## src/hdl/seven_segment_scan_driver_top_assert.svh

```systemverilog
// ---------------------------------------------------------------------------
// seven segment scan driver assertion macros
// concurrent checks, empty when synthesizing
// ---------------------------------------------------------------------------
`ifndef SEVEN_SEGMENT_SCAN_DRIVER_TOP_ASSERT_SVH
`define SEVEN_SEGMENT_SCAN_DRIVER_TOP_ASSERT_SVH
`ifndef SYNTHESIS
`define SSSD_ASSERT_ALWAYS(lbl, clk, rst, expr) \
   lbl: assert property (@(posedge clk) disable iff (rst) (expr)) \
      else $error("assertion failed");
`define SSSD_ASSERT_NEXT(lbl, clk, rst, ante, cons) \
   lbl: assert property (@(posedge clk) disable iff (rst) (ante) |=> (cons)) \
      else $error("assertion failed");
`else
`define SSSD_ASSERT_ALWAYS(lbl, clk, rst, expr)
`define SSSD_ASSERT_NEXT(lbl, clk, rst, ante, cons)
`endif
`endif

```

## src/hdl/sssd_pkg.sv

```systemverilog
// ---------------------------------------------------------------------------
// sssd_pkg
// shared types, constants and glyph table of the scan driver
// ---------------------------------------------------------------------------
`default_nettype none

package sssd_pkg;

   localparam int NUM_DIGITS  = 3;
   localparam int VALUE_W     = 10;
   localparam int DIGIT_W     = 4;
   localparam int REM_W       = 7;
   localparam int SEG_W       = 8;
   localparam int EN_W        = 3;
   localparam int DIGIT_MAX   = 9;
   localparam int QUEUE_DEPTH = 2;
   localparam int PTR_W       = (QUEUE_DEPTH > 1) ? $clog2(QUEUE_DEPTH) : 1;
   localparam int CNT_W       = $clog2(QUEUE_DEPTH + 1);

   localparam logic [VALUE_W-1:0] MAX_VALUE   = 10'd999;
   localparam logic [SEG_W-1:0]   SEG_ALL_OFF = 8'hFF;
   localparam logic [EN_W-1:0]    EN_ALL_OFF  = 3'b111;
   localparam logic [EN_W-1:0]    EN_HUNDREDS = 3'b110;
   localparam logic [EN_W-1:0]    EN_TENS     = 3'b101;
   localparam logic [EN_W-1:0]    EN_ONES     = 3'b011;

   localparam logic [SEG_W-1:0] GLYPH [10] = '{
      8'h3F, 8'h06, 8'h5B, 8'h4F, 8'h66, 8'h6D, 8'h7D, 8'h07, 8'h7F, 8'h6F
   };

   typedef enum logic [1:0] {
      PHASE_HUNDREDS = 2'd0,
      PHASE_TENS     = 2'd1,
      PHASE_ONES     = 2'd2
   } scan_phase_type;

   typedef struct packed {
      logic               load;
      logic [DIGIT_W-1:0] hundreds;
      logic [REM_W-1:0]   remainder;
   } queue_entry_type;

   typedef struct packed {
      logic            push;
      queue_entry_type entry;
   } queue_push_type;

   typedef struct packed {
      logic            valid;
      queue_entry_type entry;
   } queue_head_type;

   function automatic logic [SEG_W-1:0] glyph_lines(input logic [DIGIT_W-1:0] digit);
      logic [SEG_W-1:0] pattern;
      pattern = (int'(digit) <= DIGIT_MAX) ? GLYPH[digit] : '0;
      return ~pattern & SEG_ALL_OFF;
   endfunction

endpackage

`default_nettype wire

```

## src/hdl/sssd_if.sv

```systemverilog
// ---------------------------------------------------------------------------
// sssd channel interfaces
// request and response channels with valid/ready handshake
// ---------------------------------------------------------------------------
`default_nettype none

interface sssd_req_if;
   logic                         valid;
   logic                         ready;
   logic                         mode;
   logic [sssd_pkg::VALUE_W-1:0] value;
   modport source (output valid, output mode, output value, input ready);
   modport sink (input valid, input mode, input value, output ready);
endinterface

interface sssd_rsp_if;
   logic                       valid;
   logic                       ready;
   logic [sssd_pkg::SEG_W-1:0] segment_lines;
   logic [sssd_pkg::EN_W-1:0]  digit_enables;
   modport source (output valid, output segment_lines, output digit_enables, input ready);
   modport sink (input valid, input segment_lines, input digit_enables, output ready);
endinterface

`default_nettype wire

```

## src/hdl/seven_segment_scan_driver_top.sv

```systemverilog
// ---------------------------------------------------------------------------
// seven_segment_scan_driver_top
// three digit multiplexed seven segment driver with leading zero blanking
// ---------------------------------------------------------------------------
// One item is taken every clock cycle while the queue is not full; its result
// is offered after the front stage writes the two-entry queue at the accepting
// edge and the back stage, once its output is free, moves it from the queue head
// into the output registers. A load item (mode 1) saturates the value to 999 and
// stores its digits, returning the unchanged outputs; a tick item (mode 0) lights
// the digit of the current scan phase, blanking leading zeros, and advances the
// phase. Segment lines and digit enables are active low. A result holds until
// taken, and while it waits the queue takes up to two more items before the input stalls.
`default_nettype none

module seven_segment_scan_driver_top (
   input  wire logic  clock,
   input  wire logic  reset,
   sssd_req_if.sink   req_ch,
   sssd_rsp_if.source rsp_ch
);

   sssd_pkg::queue_push_type push;
   sssd_pkg::queue_head_type head;
   logic                     queue_full;
   logic                     pop;

   sssd_front u_front (
      .req_ch     (req_ch),
      .queue_full (queue_full),
      .push       (push)
   );

   sssd_queue u_queue (
      .clock (clock),
      .reset (reset),
      .push  (push),
      .pop   (pop),
      .head  (head),
      .full  (queue_full)
   );

   sssd_back u_back (
      .clock  (clock),
      .reset  (reset),
      .head   (head),
      .pop    (pop),
      .rsp_ch (rsp_ch)
   );

endmodule

`default_nettype wire

```

## src/hdl/sssd_front.sv

```systemverilog
// ---------------------------------------------------------------------------
// sssd_front
// accepts items, saturates load values and splits off the hundreds digit
// ---------------------------------------------------------------------------
`default_nettype none

module sssd_front (
   sssd_req_if.sink                 req_ch,
   input  wire logic                queue_full,
   output sssd_pkg::queue_push_type push
);

   logic [sssd_pkg::VALUE_W-1:0] sat;
   logic [sssd_pkg::VALUE_W-1:0] base;
   logic [sssd_pkg::DIGIT_W-1:0] hund;

   always_comb begin
      sat  = (req_ch.value > sssd_pkg::MAX_VALUE) ? sssd_pkg::MAX_VALUE : req_ch.value;
      hund = '0;
      base = '0;
      for (int k = 1; k <= sssd_pkg::DIGIT_MAX; k++) begin
         if (sat >= sssd_pkg::VALUE_W'(k * 100)) begin
            hund = sssd_pkg::DIGIT_W'(k);
            base = sssd_pkg::VALUE_W'(k * 100);
         end
      end
   end

   assign req_ch.ready          = !queue_full;
   assign push.push             = req_ch.valid && !queue_full;
   assign push.entry.load       = req_ch.mode;
   assign push.entry.hundreds   = hund;
   assign push.entry.remainder  = sssd_pkg::REM_W'(sat - base);

endmodule

`default_nettype wire

```

## src/hdl/sssd_queue.sv

```systemverilog
// ---------------------------------------------------------------------------
// sssd_queue
// short fifo between front and back
// ---------------------------------------------------------------------------
`default_nettype none

module sssd_queue (
   input  wire logic                clock,
   input  wire logic                reset,
   input  sssd_pkg::queue_push_type push,
   input  wire logic                pop,
   output sssd_pkg::queue_head_type head,
   output logic                     full
);

   sssd_pkg::queue_entry_type       store_ff [sssd_pkg::QUEUE_DEPTH];
   logic [sssd_pkg::PTR_W-1:0]      wr_ptr_ff, wr_ptr_in;
   logic [sssd_pkg::PTR_W-1:0]      rd_ptr_ff, rd_ptr_in;
   logic [sssd_pkg::CNT_W-1:0]      count_ff, count_in;
   logic                            do_push, do_pop;

   assign full     = (count_ff == sssd_pkg::CNT_W'(sssd_pkg::QUEUE_DEPTH));
   assign do_push  = push.push && !full;
   assign do_pop   = pop && (count_ff != '0);

   assign head.valid = (count_ff != '0);
   assign head.entry = store_ff[rd_ptr_ff];

   function automatic logic [sssd_pkg::PTR_W-1:0] next_ptr(input logic [sssd_pkg::PTR_W-1:0] p);
      return (p == sssd_pkg::PTR_W'(sssd_pkg::QUEUE_DEPTH - 1)) ? '0 : p + 1'b1;
   endfunction

   always_comb begin
      wr_ptr_in = do_push ? next_ptr(wr_ptr_ff) : wr_ptr_ff;
      rd_ptr_in = do_pop ? next_ptr(rd_ptr_ff) : rd_ptr_ff;
      count_in  = count_ff;
      if (do_push && !do_pop) begin
         count_in = count_ff + 1'b1;
      end else if (do_pop && !do_push) begin
         count_in = count_ff - 1'b1;
      end
   end

   always_ff @(posedge clock) begin
      if (do_push) begin
         store_ff[wr_ptr_ff] <= push.entry;
      end
   end

   always_ff @(posedge clock) begin
      if (reset) begin
         wr_ptr_ff <= '0;
         rd_ptr_ff <= '0;
         count_ff  <= '0;
      end else begin
         wr_ptr_ff <= wr_ptr_in;
         rd_ptr_ff <= rd_ptr_in;
         count_ff  <= count_in;
      end
   end

endmodule

`default_nettype wire

```

## src/hdl/sssd_back.sv

```systemverilog
// ---------------------------------------------------------------------------
// sssd_back
// holds the digits and scan state, executes loads and ticks
// ---------------------------------------------------------------------------
`default_nettype none
`include "seven_segment_scan_driver_top_assert.svh"

module sssd_back (
   input  wire logic                clock,
   input  wire logic                reset,
   input  sssd_pkg::queue_head_type head,
   output logic                     pop,
   sssd_rsp_if.source               rsp_ch
);

   logic [sssd_pkg::DIGIT_W-1:0] hundreds_ff, hundreds_in;
   logic [sssd_pkg::DIGIT_W-1:0] tens_ff, tens_in;
   logic [sssd_pkg::DIGIT_W-1:0] ones_ff, ones_in;
   sssd_pkg::scan_phase_type     phase_ff, phase_in;
   logic [sssd_pkg::SEG_W-1:0]   segment_ff, segment_in;
   logic [sssd_pkg::EN_W-1:0]    enable_ff, enable_in;
   logic                         rsp_valid_ff, rsp_valid_in;
   logic [sssd_pkg::DIGIT_W-1:0] tens_split;
   logic [sssd_pkg::REM_W-1:0]   tens_base;

   assign pop = head.valid && (!rsp_valid_ff || rsp_ch.ready);

   // tens and ones out of the remainder below one hundred
   always_comb begin
      tens_split = '0;
      tens_base  = '0;
      for (int k = 1; k <= sssd_pkg::DIGIT_MAX; k++) begin
         if (head.entry.remainder >= sssd_pkg::REM_W'(k * 10)) begin
            tens_split = sssd_pkg::DIGIT_W'(k);
            tens_base  = sssd_pkg::REM_W'(k * 10);
         end
      end
   end

   always_comb begin
      hundreds_in  = hundreds_ff;
      tens_in      = tens_ff;
      ones_in      = ones_ff;
      phase_in     = phase_ff;
      segment_in   = segment_ff;
      enable_in    = enable_ff;
      rsp_valid_in = rsp_valid_ff && !rsp_ch.ready;
      if (pop) begin
         rsp_valid_in = 1'b1;
         if (head.entry.load) begin
            hundreds_in = head.entry.hundreds;
            tens_in     = tens_split;
            ones_in     = sssd_pkg::DIGIT_W'(head.entry.remainder - tens_base);
         end else begin
            enable_in = sssd_pkg::EN_ALL_OFF;
            case (phase_ff)
               sssd_pkg::PHASE_HUNDREDS: begin
                  if (hundreds_ff != '0) begin
                     segment_in = sssd_pkg::glyph_lines(hundreds_ff);
                     enable_in  = sssd_pkg::EN_HUNDREDS;
                  end
               end
               sssd_pkg::PHASE_TENS: begin
                  if (hundreds_ff != '0 || tens_ff != '0) begin
                     segment_in = sssd_pkg::glyph_lines(tens_ff);
                     enable_in  = sssd_pkg::EN_TENS;
                  end
               end
               sssd_pkg::PHASE_ONES: begin
                  segment_in = sssd_pkg::glyph_lines(ones_ff);
                  enable_in  = sssd_pkg::EN_ONES;
               end
               default: begin
                  enable_in = sssd_pkg::EN_ALL_OFF;
               end
            endcase
            if (int'(phase_ff) >= sssd_pkg::NUM_DIGITS - 1) begin
               phase_in = sssd_pkg::PHASE_HUNDREDS;
            end else begin
               phase_in = sssd_pkg::scan_phase_type'(phase_ff + 2'd1);
            end
         end
      end
   end

   always_ff @(posedge clock) begin
      if (reset) begin
         hundreds_ff  <= '0;
         tens_ff      <= '0;
         ones_ff      <= '0;
         phase_ff     <= sssd_pkg::PHASE_HUNDREDS;
         segment_ff   <= '0;
         enable_ff    <= '0;
         rsp_valid_ff <= 1'b0;
      end else begin
         hundreds_ff  <= hundreds_in;
         tens_ff      <= tens_in;
         ones_ff      <= ones_in;
         phase_ff     <= phase_in;
         segment_ff   <= segment_in;
         enable_ff    <= enable_in;
         rsp_valid_ff <= rsp_valid_in;
      end
   end

   assign rsp_ch.valid         = rsp_valid_ff;
   assign rsp_ch.segment_lines = segment_ff;
   assign rsp_ch.digit_enables = enable_ff;

   `SSSD_ASSERT_ALWAYS(a_phase_range, clock, reset, int'(phase_ff) < sssd_pkg::NUM_DIGITS)
   `SSSD_ASSERT_ALWAYS(a_digit_range, clock, reset, hundreds_ff <= 4'd9 && tens_ff <= 4'd9 && ones_ff <= 4'd9)
   `SSSD_ASSERT_NEXT(a_tick_one_lit, clock, reset, pop && !head.entry.load, $countones(enable_ff) >= 2)
   `SSSD_ASSERT_NEXT(a_load_keeps_out, clock, reset, pop && head.entry.load, $stable(segment_ff) && $stable(enable_ff) && $stable(phase_ff))

endmodule

`default_nettype wire
```

## src/flat_wrapper.sv

```systemverilog
// flat-port wrapper written by rule: the top's interface ports become plain ports
module seven_segment_scan_driver_top_flat 
  (clock, reset, req_ch_valid, req_ch_mode, req_ch_value, req_ch_ready, rsp_ch_valid, rsp_ch_segment_lines, rsp_ch_digit_enables, rsp_ch_ready);
  sssd_req_if req_ch_i ();
  sssd_rsp_if rsp_ch_i ();
  input  wire logic clock;
  input  wire logic reset;
  input wire logic [$bits(req_ch_i.valid)-1:0] req_ch_valid;
  input wire logic [$bits(req_ch_i.mode)-1:0] req_ch_mode;
  input wire logic [$bits(req_ch_i.value)-1:0] req_ch_value;
  output wire logic [$bits(req_ch_i.ready)-1:0] req_ch_ready;
  output wire logic [$bits(rsp_ch_i.valid)-1:0] rsp_ch_valid;
  output wire logic [$bits(rsp_ch_i.segment_lines)-1:0] rsp_ch_segment_lines;
  output wire logic [$bits(rsp_ch_i.digit_enables)-1:0] rsp_ch_digit_enables;
  input wire logic [$bits(rsp_ch_i.ready)-1:0] rsp_ch_ready;
  assign req_ch_i.valid = req_ch_valid;
  assign req_ch_i.mode = req_ch_mode;
  assign req_ch_i.value = req_ch_value;
  assign req_ch_ready = req_ch_i.ready;
  assign rsp_ch_valid = rsp_ch_i.valid;
  assign rsp_ch_segment_lines = rsp_ch_i.segment_lines;
  assign rsp_ch_digit_enables = rsp_ch_i.digit_enables;
  assign rsp_ch_i.ready = rsp_ch_ready;
  seven_segment_scan_driver_top u_core (.clock(clock), .reset(reset), .req_ch(req_ch_i), .rsp_ch(rsp_ch_i));
endmodule
```

## config.mk

```make
export PLATFORM = sky130hd
export DESIGN_NAME = seven_segment_scan_driver_top_flat
export DESIGN_NICKNAME = d
export VERILOG_FILES = /design/src/hdl/sssd_pkg.sv /design/src/hdl/sssd_if.sv /design/src/hdl/seven_segment_scan_driver_top.sv /design/src/hdl/sssd_front.sv /design/src/hdl/sssd_queue.sv /design/src/hdl/sssd_back.sv /design/src/flat_wrapper.sv
export VERILOG_INCLUDE_DIRS = /design/src /design/src/hdl
export SDC_FILE = /design/constraint.sdc
export NUM_CORES = 1
export LEC_CHECK = 0
export ABC_AREA = 1
export BUFFER_PORTS_ARGS = -buffer_cell sky130_fd_sc_hd__buf_4
export CORE_MARGIN = 3
export CORE_UTILIZATION = 51
export CTS_CLUSTER_DIAMETER = 50
export DETAILED_ROUTE_END_ITERATION = 8
export PLACE_DENSITY_LB_ADDON = 0.1
export SLEW_MARGIN = 20
export SYNTH_ARGS = -nofsm -noshare
export SYNTH_HDL_FRONTEND = slang
export SYNTH_SLANG_ARGS = --single-unit
```

## constraint.sdc

```tcl
create_clock -name clock -period 2.85 [get_ports clock]
set_clock_uncertainty 0.2 [all_clocks]
set_input_delay 0 -clock clock [delete_from_list [all_inputs] [get_ports clock]]
set_output_delay 0 -clock clock [all_outputs]
set_load 0.01 [all_outputs]
```

# After elaboration in Yosys (flattened, before gate mapping)
# Memory sizes are Yosys's and may differ from the RTL's. A register that Yosys moved wholly into a read port is not among the register bits.
# Index checks and enable logic that the tools add are counted.
[word_totals] romBits=384 mem_count=4 inputBits=15 register_bits=30 mem_bits_rw=24 out_inout_bits=13
[op_classes] bitwise=7 add_sub_neg=7 magnitude_cmp=26 mux=62 n_reduce_logical=23 n_eq_ne=5
[memory_table] name="(no name shown)" depth=16 word_bits=8 rd=1 rd_clocked_by_memory_dff=0 write_ports=0 line_no="sssd_pkg.sv:55" text="pattern = (int'(digit) <= DIGIT_MAX) ? GLYPH[digit] : '0;"
[memory_table] name="(no name shown)" depth=16 word_bits=8 rd=1 rd_clocked_by_memory_dff=0 write_ports=0 line_no="sssd_pkg.sv:55"
[memory_table] name="(no name shown)" depth=16 word_bits=8 rd=1 rd_clocked_by_memory_dff=0 write_ports=0 line_no="sssd_pkg.sv:55"
[memory_table] name="u_core.u_queue.store_ff" depth=2 word_bits=12 rd=1 rd_clocked_by_memory_dff=1 write_ports=1 line_no="sssd_queue.sv:16" text="sssd_pkg::queue_entry_type store_ff [sssd_pkg::QUEUE_DEPTH];"
[ops] operator="$mux W4" count=23
[ops] operator="$mux W8" count=11
[ops] operator="$mux W7" count=9
[ops] operator="$ge A10 B10 Y1 const B" count=4
[ops] operator="$ge A10 B9 Y1 const B" count=3
[ops] operator="$not A8 Y8" count=3
[ops] operator="$pmux W8 S3" count=1
[ops] operator="$ge A7 B6 Y1 const B" count=3
[ops] operator="$ge A7 B7 Y1 const B" count=3
[ops] operator="$ge A5 B5 Y1 const B" count=3
[ops] operator="$not A4 Y5" count=3
[ops] operator="$ge A7 B5 Y1 const B" count=2
[ops] operator="$le A4 B4 Y1 const B" count=3
[ops] operator="$mux W2" count=6
[ops] operator="$ge A10 B7 Y1 const B" count=1
[ops] operator="$ge A10 B8 Y1 const B" count=1
[ops] operator="$gt A10 B10 Y1 const B" count=1
[ops] operator="$mux W1" count=10
[ops] operator="$mux W10" count=1
[ops] operator="$pmux W3 S3" count=1
[ops] operator="$reduce_bool A4 Y1" count=2
[ops] operator="$ge A7 B4 Y1 const B" count=1
[ops] operator="$logic_and A1 B1 Y1" count=7
[ops] operator="$sub A7 B7 Y7" count=1
[ops] operator="16 further kinds" count=27

# Logic depth before layout (Yosys ltp)
# Gate-level depths: netlist of the first run.
[logic_depth] depth_word=13 ltp_mapped=23

# Modules after synthesis
# Synthesis of the first run repeated with hierarchy kept, for this count alone.
[hier_totals] hier_cells=451 hier_area_um2=3619.7
[by_module_without_submodules] mod="sssd_back" cells_each=267 instances=1 seq_area_each_um2=520.5 area_per_inst_um2=1898.1
[by_module_without_submodules] mod="sssd_queue" cells_each=74 instances=1 seq_area_each_um2=820.8 area_per_inst_um2=1153.6
[by_module_without_submodules] mod="sssd_front" cells_each=110 instances=1 seq_area_each_um2=0.0 area_per_inst_um2=568.0

# Worst setup path after synthesis of the first run
# Ideal clock, no wire load.
[synth_timing] path_kind="flip-flop to flip-flop" from="register with a tool-made name" to="register u_core.u_back.ones_ff[3] (netlist bit)" arrival_time_ns=2.305 path_slack_ns=0.228 path_stages_with_launch=18 n_path_buf=0 path_cell_list="dfxtp_1 o21ai_0 nor2_1 a21boi_0 nand2_1 nand2_1 nand2_1 nand2_1 nand2_1 nand2_1 nand2_1 ha_1 fa_1 xnor2_1 nand3_1 nand2_1 nor2_1 nor2_1"
[synth_rtl] element="end signal: assignment" line_no="sssd_back.sv:98" text="ones_ff <= ones_in;"
[synth_rtl] element="end: declaration" line_no="sssd_back.sv:18" text="logic [sssd_pkg::DIGIT_W-1:0] ones_ff, ones_in;"

==> results.tsv, run 1 <==
metric	value	unit
failed_checks	negative hold slack	
hold_start	req_ch_value[6]	
grt_use_met2	33.2	%
die_area	7550	um^2
r2r_end	u_core.u_back.ones_ff[3]	
crit_required	2.86	ns
cp_max_fo	6	
grt_usage	19.6	%
fp.dieH	86.9	um
syn_area	3340	um^2
area_growth	18.1	%
start_util	54.4	%
pin_count	28	
holdWs	-0.00432	ns
first_pass_iters	4	
max_freq	0.374	GHz
met3_usage	2.74	%
start_kind	flop	
clk_latency	0.31	ns
die_w	86.9	um
grt_pass1_vias	2778	
max_stage_delay	0.38	ns
setup_viol	0	
criticalPathCategory	flop to flop	
ys_seq_area_share	40.2	%
cts.path.max_buffers	2	
cp_slowest_cell	dfxtp_4	
fin_setup_tns	0	ns
min_path_type	primary input to flop	
viasPerCell	5.24	
gr-max-usage-layer	met2	
htreeDepth	2	
tightest_slew	0.577	ns
rsz0062_at_grt	yes	
met1_usage	26.7	%
p_leak	1.81	nW
n_antenna_cell	0	
gp_congestion	0.940	
finalCriticalPeriod	2.67	ns
drcViolationCount	0	
ys_ff_latch	55	
finalHoldViolations	1	
cts_sinks	55	
status	complete, but fails checks	
detail-route-antenna-nets	0	
cts_buffers	5	
cp.arrival	2.68	ns
grt_max_degree	22	
drv_slew	0	
p_per_area	978	nW/um^2
ir_drop	561	uV
synth_ff_type	dfxtp_1	
syn_inst	431	
crit_path_end_kind	flop	
coreArea	6130	um^2
cts_root_buf	clkbuf_8	
worstHoldEndpoint	u_core.u_queue.store_ff[1][7]	
rows	28	
r2r_cells	19	
grt_pass1_wl	12.1	mm
cts_tree	yes	
ys_warn_count	0	
io_buffers	27	
relSlewSlack	61.2	%
drive_above_1_share	15.6	%
holdPathStages	3	
r2r_slack	0.18	ns
path_clk_slew	0.10	ns
synth_edf_count	24	
avgSynthCellArea	7.74	um^2
period_share	93.8	%
worstPathCellList	buf_6 > nand2_1 > nand2_2 > nor2_2 > a21boi_1 > nand2_1 > nand2_1 > nand2_1 > nand2_1 > nand2_1 > nand2_1 > nand2_1 > ha_2 > fa_2 > xnor2_2 > nand3_1 > nand2_1 > nor2_1 > nor2_1	
nets	524	
synth.distinct_cells	41	
drv_cap	0	
drt_iter0_drc	104	
antenna_found_initial	0	
grt.overflow.total	0	
async_flop_share	0	%
fin_util	64.3	%
critPathMostFrequentCell	nand2_1	
num_vias	2915	
wl_per_cell	12.8	um
hpwl	5.30	mm
finalWirelength	7.12	mm
p_total	3.85	mW
syn_nets	475	
## cell families (layout without fill, tap and decap cells)
| group | after synthesis | after routing | synth area share [%] |
|---|---|---|---|
| buffers and inverters | 70 | 120 | 8.29 |
| xor gates and xnor gates | 5 | 5 | 1.31 |
| and+or+nand+nor | 178 | 178 | 22.1 |
| AOI/OAI and AO/OA | 94 | 94 | 16.7 |
| adders and majority gates | 29 | 29 | 11.3 |
| DFF | 55 | 55 | 40.2 |
## worst max-delay path, delay by kind of cell (launching register included)
kind | cells | cell delay [ns]
AND/OR/NAND/NOR | 14 | 0.93
flip-flops | 1 | 0.38
XOR/XNOR | 1 | 0.15
AO/OA/AOI/OAI | 1 | 0.18
adder cells (fa/ha/maj) | 2 | 0.57
buffers and inverters | 1 | 0.13
## cells in the mapped netlist (all sizes together), types with 2 or more instances
cell type	count	share of area [%]
fa	2	1.2
nor3	3	0.45
edfxtp	24	22
clkbuf	3	0.34
or2	3	0.56
a31oi	8	1.5
o31ai	3	0.68
ha	27	10
nand3	24	3.6
a21boi	3	0.68
a21oi	29	4.5
buf	5	0.98
o211ai	8	2.0
a211oi	2	0.60
o21ai	34	5.1
inv	62	7.0
nor2	37	4.6
dfxtp	31	19
o311ai	2	0.53
xor2	4	1.1
nand2	108	12
## worst max-delay path by stage
| stage | start | endpoint | slack, ns |
|---|---|---|---|
| after CTS | flop | u_core.u_back.ones_ff[3] | 0.007 |
| after global routing | u_core.u_queue.store_ff[1][3] | u_core.u_back.ones_ff[3] | -0.06 |
| after floorplan | flop | u_core.u_back.ones_ff[3] | 0.23 |
| after detailed placement | req_ch_value[3] | u_core.u_queue.store_ff[0][6] | -0.08 |
| after global placement | req_ch_value[3] | u_core.u_queue.store_ff[0][6] | 0.01 |
| final | flop | u_core.u_back.ones_ff[3] | 0.18 |
## placed cells by master, fill, tap and decap left out, types with 3 or more instances in the layout
| master | instances |
|---|---|
| nand2_1 | 101 |
| inv_1 | 58 |
| buf_4 | 39 |
| o21ai_0 | 33 |
| nor2_1 | 33 |
| dfxtp_1 | 30 |
| a21oi_1 | 27 |
| ha_1 | 26 |
| nand3_1 | 24 |
| edfxtp_1 | 24 |
| dlygate4sd3_1 | 10 |
| a31oi_1 | 8 |
| nand2_2 | 7 |
| o211ai_1 | 7 |
| clkbuf_8 | 5 |
| xor2_1 | 4 |
| inv_2 | 3 |
| nor2_4 | 3 |
| nor3_1 | 3 |
## flip-flops by register name (all words and copies together), names as in the netlist, named ones only
name,flops
u_core.u_queue.rd_ptr_ff,1
u_core.u_queue.wr_ptr_ff,1
u_core.u_queue.count_ff,2
u_core.u_back.hundreds_ff,4
u_core.u_back.rsp_ch.segment_lines,8
u_core.u_back.phase_ff,2
u_core.u_back.rsp_ch.valid,1
u_core.u_back.ones_ff,4
u_core.u_back.rsp_ch.digit_enables,3
u_core.u_back.tens_ff,4
u_core.u_queue.store_ff,24
## power by group
group / internal [mW] / switching (mW)
clock network: 0.187 / 0.276
logic: 0.843 / 1.29
registers: 1.08 / 0.179
## routing by layer
| metal | vias up | part of all wire [%] |
|---|---|---|
| met5 | - | 0 |
| met4 | 0 | 0.74 |
| met3 | 4 | 4.7 |
| met2 | 67 | 48 |
| met1 | 1311 | 46 |
| li1 | 1533 | - |
## layout make-up
| type | instances | area (um^2) |
|---|---|---|
| clock buffers | 5 | 68.8 |
| well taps | 75 | 93.8 |
| clock inverters | 3 | 31.3 |
| repair buffers | 50 | 404 |
| multi-input cells | 306 | 1760 |
| fillers | 543 | 2190 |
| flip-flops and latches | 55 | 1350 |
| inverters | 62 | 235 |
## stage by stage
stage,worst slack (ns),instance area [um^2],cells
after floorplan,0.228,3340,431
after global placement,0.0132,3660,535
after detailed placement,-0.0821,3660,535
after CTS,0.00727,3840,551
after global routing,-0.0575,3940,556
final,0.177,3940,556
## timing repair
action	CTS	global route
resized for setup	0	20
hold endpoints to repair	26	2
setup buffers	0	3
hold buffers	8	2
endpoints found under the setup margin	0	3
Note: power is estimated with default switching activity, not from simulation.
==> run 2: changes to the inputs <==
--- a/config.mk
+++ b/config.mk
@@ -6,10 +6,11 @@
 export SDC_FILE = /design/constraint.sdc
 export NUM_CORES = 1
 export LEC_CHECK = 0
-export ABC_AREA = 1
 export BUFFER_PORTS_ARGS = -buffer_cell sky130_fd_sc_hd__buf_4
+export CELL_PAD_IN_SITES_DETAIL_PLACEMENT = 1
+export CELL_PAD_IN_SITES_GLOBAL_PLACEMENT = 1
 export CORE_MARGIN = 3
-export CORE_UTILIZATION = 51
+export CORE_UTILIZATION = 47
 export CTS_CLUSTER_DIAMETER = 50
 export DETAILED_ROUTE_END_ITERATION = 8
 export PLACE_DENSITY_LB_ADDON = 0.1
==> results.tsv, run 2 <==
metric	value	unit	change
drt_iter0_drc	102		was 104
finalHoldViolations	0		was 1
coreArea	7290	um^2	was 6130 um^2
top_register	u_core.u_queue.store_ff		unchanged
detail-route-antenna-nets	0		unchanged
hold_start	req_ch_value[9]		was req_ch_value[6]
drcViolationCount	0		unchanged
grt_pass1_vias	2945		was 2778
setup_viol	0		unchanged
start_util	48.6	%	was 54.4%
antenna_found_initial	0		unchanged
num_vias	2892		was 2915
p_total	3.83	mW	was 3.85 mW
post-cts-setup-buffers	0		unchanged
status	finished clean		was complete, but fails checks
clk_latency	0.31	ns	about the same
synth_ff_type	dfxtp_1		unchanged
highest_layer	met4		unchanged
worstPathCellList	buf_4 > mux2i_2 > buf_4 > o21ai_0 > and3_1 > a21oi_2 > ha_2 > fa_2 > xor2_1 > or3_1 > mux2i_1 > nor2_1		was buf_6 > nand2_1 > nand2_2 > nor2_2 > a21boi_1 > nand2_1 > nand2_1 > nand2_1 > nand2_1 > nand2_1 > nand2_1 > nand2_1 > ha_2 > fa_2 > xnor2_2 > nand3_1 > nand2_1 > nor2_1 > nor2_1
largest_reg_flops	24		unchanged
io_buffers	27		unchanged
syn_area	3540	um^2	was 3340 um^2
cts_root_buf	clkbuf_8		unchanged
criticalPathCategory	flop to flop		unchanged
max_stage_delay	0.39	ns	was 0.38 ns
rows	31		was 28
finalWirelength	8.33	mm	was 7.12 mm
cts_sinks	55		unchanged
synth_top_cell_by_area	edfxtp_1		unchanged
p_seq_share	33.2	%	was 32.6%
finalCriticalPeriod	2.82	ns	was 2.67 ns
worstPathBufferInverterCount	2		was 1
n_antenna_cell	0		unchanged
comb_power_share	55.2	%	was 55.4%
cts_buffers	5		unchanged
clock_power_share	11.6	%	was 12.0%
die_w	92.8	um	was 86.9 um
p_switching	1.64	mW	was 1.75 mW
synth_top_area_share	20.3	%	was 21.6%
relSlewSlack	48.8	%	was 61.2%
mostFrequentLayoutCells	buf_4 (55), nor2_1 (43), dfxtp_1 (30)		was nand2_1 (101), inv_1 (58), buf_4 (39)
stdcell_area	4160	um^2	was 3940 um^2
area_growth	17.3	%	was 18.1%
ir_drop	475	uV	was 561 uV
grt_max_degree	32		was 22
worstHoldEndpoint	u_core.u_queue.store_ff[0][6]		was u_core.u_queue.store_ff[1][7]
ys_ff_latch	55		unchanged
period_share	98.9	%	was 93.8%
wl_per_cell	16.0	um	was 12.8 um
syn_inst	373		was 431
synthTopCellsByArea	edfxtp_1 (20%), dfxtp_1 (18%), ha_1 (9.5%), nor2_1 (4.6%), o21ai_0 (3.5%)		was edfxtp_1 (22%), dfxtp_1 (19%), nand2_1 (12%), ha_1 (10%), inv_1 (6.6%)
power.internal	2.19	mW	was 2.11 mW
first_pass_iters	4		unchanged
grt_pass1_wl	14.4	mm	was 12.1 mm
async_flop_share	0	%	unchanged
p_leak	1.67	nW	was 1.81 nW
crit_family	simple AND/OR/NAND/NOR gates		unchanged
drv_cap	0		unchanged
layout_commonest_cell	buf_4		was nand2_1
synth.distinct_cells	65		was 41
min_path_type	primary input to flop		unchanged
pin_count	28		unchanged
cp.arrival	2.82	ns	was 2.68 ns
critPathMostFrequentCell	buf_4		was nand2_1
htreeDepth	2		unchanged
r2r_cells	12		was 19
cp_max_fo	12		was 6
hpwl	6.29	mm	was 5.30 mm
nets	466		was 524
tightest_slew	0.760	ns	was 0.577 ns
gp_congestion	0.870		was 0.940
holdPathStages	3		unchanged
synth_edf_count	24		unchanged
drive_above_1_share	21.0	%	was 15.6%
crit_required	2.85	ns	was 2.86 ns
drv_slew	0		unchanged
avgSynthCellArea	9.50	um^2	was 7.74 um^2
fp.dieH	92.8	um	was 86.9 um
die_area	8620	um^2	was 7550 um^2
yosysMostFrequentCell	nor2_1		was nand2_1
path_clk_slew	0.10	ns	about the same
cts_tree	yes		unchanged
ys_warn_count	0		unchanged
p_per_area	921	nW/um^2	was 978 nW/um^2
synthTopCellsByCount	nor2_1 (43), dfxtp_1 (31), ha_1 (27), o21ai_0 (25)		was nand2_1 (106), inv_1 (59), nor2_1 (35), o21ai_0 (33), dfxtp_1 (31)
cp_slowest_cell	dfxtp_4		unchanged
r2r_slack	0.03	ns	was 0.18 ns
wl_met2	3.99	mm	was 3.44 mm
route.met3.wl	207	um	was 336 um
r2r_end	u_core.u_back.ones_ff[3]		unchanged
crit_path_end_kind	flop		unchanged
start_kind	flop		unchanged
max_freq	0.355	GHz	was 0.374 GHz
netSwitchingFraction	42.9	%	was 45.3%
met1_length	4.02	mm	was 3.29 mm
cts.path.max_buffers	2		unchanged
grt_usage	20.5	%	was 19.6%
ys_seq_area_share	37.8	%	was 40.2%
grt.overflow.total	0		unchanged
rsz0062_at_grt	yes		unchanged
syn_nets	417		was 475
viasPerCell	5.54		was 5.24
dpl-instance-area	3970	um^2	was 3660 um^2
run 2: changes by cell type after synthesis, moves of 10 or more:
| cell | previous run | this run |
|---|---|---|
| a211oi_1 | 1 | 16 |
| nand3_1 | 24 | 6 |
| clkbuf_1 | 3 | 16 |
| inv_1 | 59 | 20 |
| mux2i_1 | 0 | 10 |
| nand2_1 | 106 | 23 |
run 2: layout make-up:
cell class | instances | area (um^2)
Clock inverter | 3 | 21.3
Tap cell | 99 | 124
Inverter | 20 | 75.1
Timing Repair Buffer | 64 | 503
Fill cell | 869 | 3140
Sequential cell | 55 | 1350
Clock buffer | 5 | 68.8
Multi-Input combinational cell | 276 | 2020
run 2: timing repair:
item                                    4_1_cts  5_1_grt
gates resized for setup                       6        2
endpoints found under the setup margin        1        3
pin swaps                                     2        3
hold buffers                                  9        0
endpoints found under the hold margin        38        0
run 2: worst min-delay path: stages:
cell	delay [ns]
buf_4	0.14
o31ai_1	0.11
xnor2_1	0.19
run 2: cell families (layout without fill, tap and decap cells):
logic type | after synthesis | after routing | share of synthesized area [%]
simple gates | 109 | 109 | 15.3
compound gates | 107 | 107 | 20.6
flops | 55 | 55 | 37.8
buf+inv | 42 | 92 | 5.47
fa+ha+maj | 30 | 30 | 11.0
mux | 19 | 19 | 7.09
xor+xnor | 11 | 11 | 2.72
run 2: per-layer routing:
metal,GRT usage [%],vias to the layer above
li1,-,1446
met1,28.0,1408
met2,34.2,32
met3,2.76,6
met4,5.25,0
met5,0,-
run 2: power by group through the flow:
stage          combinational (mW)  clock, mW  sequential (mW)
3_3_place_gp                 2.01          0             1.27
6_report                     2.11      0.444             1.27
2_1_floorplan                1.56          0             1.20
3_5_place_dp                 2.09          0             1.29
4_1_cts                      2.13      0.463             1.27
5_1_grt                      2.37      0.492             1.31
run 2: per-stage QoR:
step	hold WS (ns)	instances	TNS (ns)	util, %	worst slack [ns]
after floorplan	-0.101	373	0	-	0.00268
after global placement	-0.00953	505	0	54.4	0.00395
after detailed placement	-0.00747	505	-0.402	54.4	-0.156
after CTS	0.0402	522	0	57.0	0.00552
after global routing	0.0714	522	-0.131	57.0	-0.131
final	0.0526	522	0	57.0	0.0305
run 2: worst max-delay path by stage:
stage	end	slack, ns	cells past startpoint
5_1_grt	u_core.u_back.ones_ff[3]	-0.13	11
3_5_place_dp	u_core.u_queue.store_ff[0][6]	-0.16	14
3_3_place_gp	u_core.u_queue.store_ff[0][6]	0.004	14
6_report	u_core.u_back.ones_ff[3]	0.03	12
4_1_cts	u_core.u_back.ones_ff[3]	0.006	11
2_1_floorplan	u_core.u_back.ones_ff[3]	0.003	12
==> run 3: changes to the inputs <==
--- a/config.mk
+++ b/config.mk
@@ -7,6 +7,7 @@
 export NUM_CORES = 1
 export LEC_CHECK = 0
 export BUFFER_PORTS_ARGS = -buffer_cell sky130_fd_sc_hd__buf_4
+export CAP_MARGIN = 20
 export CELL_PAD_IN_SITES_DETAIL_PLACEMENT = 1
 export CELL_PAD_IN_SITES_GLOBAL_PLACEMENT = 1
 export CORE_MARGIN = 3
@@ -14,6 +15,7 @@
 export CTS_CLUSTER_DIAMETER = 50
 export DETAILED_ROUTE_END_ITERATION = 8
 export PLACE_DENSITY_LB_ADDON = 0.1
+export REMOVE_ABC_BUFFERS = 1
 export SLEW_MARGIN = 20
 export SYNTH_ARGS = -nofsm -noshare
 export SYNTH_HDL_FRONTEND = slang
==> results.tsv, run 3 (same netlist as run 2, synthesis figures left out) <==
metric	value	unit	change
status	complete, but fails checks		was finished clean
failed_checks	negative setup slack		
die_w	92.8	um	unchanged
gp_congestion	0.837		was 0.870
grt_pass1_wl	15.0	mm	was 14.4 mm
min_path_type	primary input to flop		unchanged
hpwl	6.26	mm	was 6.29 mm
detail-route-antenna-nets	0		unchanged
grt_pass1_vias	3072		was 2945
htreeDepth	2		unchanged
viasPerCell	5.59		was 5.54
worstPathCellList	mux2_4 > a211oi_2 > a31oi_1 > o221ai_2 > a21oi_2 > ha_2 > fa_2 > xor2_1 > or3_1 > mux2i_1 > nor2_1		was buf_4 > mux2i_2 > buf_4 > o21ai_0 > and3_1 > a21oi_2 > ha_2 > fa_2 > xor2_1 > or3_1 > mux2i_1 > nor2_1
drive_above_1_share	23.4	%	was 21.0%
drt_iter0_drc	116		was 102
cp.arrival	2.89	ns	was 2.82 ns
antenna_found_initial	0		unchanged
cp_max_fo	5		was 12
cp_slowest_cell	dfxtp_4		unchanged
dpl-instance-area	3960	um^2	was 3970 um^2
io_buffers	27		unchanged
relSlewSlack	53.7	%	was 48.8%
rsz0062_at_grt	yes		unchanged
cts_root_buf	clkbuf_8		unchanged
r2r_cells	11		was 12
setup_viol	1		was 0
die_area	8620	um^2	unchanged
mostFrequentLayoutCells	buf_4 (59), nor2_1 (43), dfxtp_1 (30)		was buf_4 (55), nor2_1 (43), dfxtp_1 (30)
criticalPathCategory	flop to flop		unchanged
nets	471		was 466
grt_max_degree	32		unchanged
holdPathStages	2		was 3
cts_sinks	55		unchanged
top_register	u_core.u_queue.store_ff		unchanged
finalWirelength	8.89	mm	was 8.33 mm
r2r_slack	-0.03	ns	was 0.03 ns
clk_latency	0.31	ns	about the same
grt_usage	21.6	%	was 20.5%
cts_tree	yes		unchanged
first_pass_iters	4		unchanged
period_share	101	%	was 98.9%
num_vias	2945		was 2892
fin_util	58.5	%	was 57.0%
tightest_slew	0.687	ns	was 0.760 ns
cp.depth	11		was 12
start_kind	flop		unchanged
cts.path.max_buffers	2		unchanged
cts_buffers	5		unchanged
largest_reg_flops	24		unchanged
crit_family	compound AO/OA/AOI/OAI gates		was simple AND/OR/NAND/NOR gates
layout_commonest_cell	buf_4		unchanged
p_per_area	948	nW/um^2	was 921 nW/um^2
stdcell_area	4270	um^2	was 4160 um^2
grt.overflow.total	0		unchanged
max_freq	0.348	GHz	was 0.355 GHz
path_clk_slew	0.11	ns	was 0.10 ns
pin_count	28		unchanged
fp.dieH	92.8	um	unchanged
pre_cts_slack	-0.399	ns	was -0.156 ns
start_util	48.6	%	unchanged
rows	31		unchanged
n_antenna_cell	0		unchanged
finalHoldViolations	0		unchanged
max_stage_delay	0.39	ns	about the same
drv_slew	0		unchanged
timing.final.ws_setup	-0.0269	ns	was 0.0305 ns
area_growth	20.4	%	was 17.3%
coreArea	7290	um^2	unchanged
finalCriticalPeriod	2.88	ns	was 2.82 ns
wl_per_cell	16.9	um	was 16.0 um
ir_drop	448	uV	was 475 uV
worstPathBufferInverterCount	0		was 2
crit_path_end_kind	flop		unchanged
crit_required	2.87	ns	was 2.85 ns
drcViolationCount	0		unchanged
p_leak	1.71	nW	was 1.67 nW
drv_cap	0		unchanged
==> run 3: stage by stage <==
stage	cells	TNS, ns	hold WS [ns]	total power, mW
after floorplan	351	-1.02	-0.131	2.65
after global placement	505	-0.296	-0.00941	3.27
after detailed placement	505	-1.21	-0.00748	3.39
after CTS	525	-0.00614	0.00909	4.03
after global routing	527	-0.130	0.0525	4.37
final	527	-0.0269	0.0399	4.05
==> run 3: what timing repair did <==
action	4_1_cts	5_1_grt
setup buffers	3	2
setup endpoints to repair	3	3
cloned	1	0
hold buffers	8	0
gates resized for setup	11	6
endpoints found under the hold margin	38	0
pin swaps	2	1
==> run 3: layer usage <==
layer / up-vias / share of wire, % / GRT usage, % / wire length [um]
met5: - / 0 / 0 / 0
met2: 55 / 50 / 37.8 / 4460
met3: 9 / 3.7 / 2.92 / 333
li1: 1450 / - / - / -
met4: 0 / 1.0 / 5.01 / 93
met1: 1431 / 45 / 28.1 / 4000
==> run 3: final cells by class <==
| cell class | count | area [um^2] |
|---|---|---|
| inverters | 20 | 78.8 |
| multi-input cells | 277 | 2070 |
| fillers | 879 | 3030 |
| clock buffers | 7 | 108 |
| well taps | 99 | 124 |
| clock inverters | 1 | 5.00 |
| repair buffers | 68 | 534 |
| flip-flops and latches | 55 | 1350 |
==> run 3: final timing paths <==
kind,start,to
hold / removal,req_ch_value[8],u_core.u_queue.store_ff[1][10]
setup / recovery,flop,u_core.u_back.ones_ff[3]
hold reg to reg,u_core.u_back.rsp_ch.segment_lines[2],u_core.u_back.rsp_ch.segment_lines[2]
setup reg to reg,flop,u_core.u_back.ones_ff[3]
==> run 3: report_power, final <==
group / switching (mW) / total [mW] / internal (mW)
combinational: 1.23 / 2.26 / 1.03
clock: 0.258 / 0.507 / 0.250
sequential: 0.227 / 1.28 / 1.05
total: 1.71 / 4.05 / 2.34
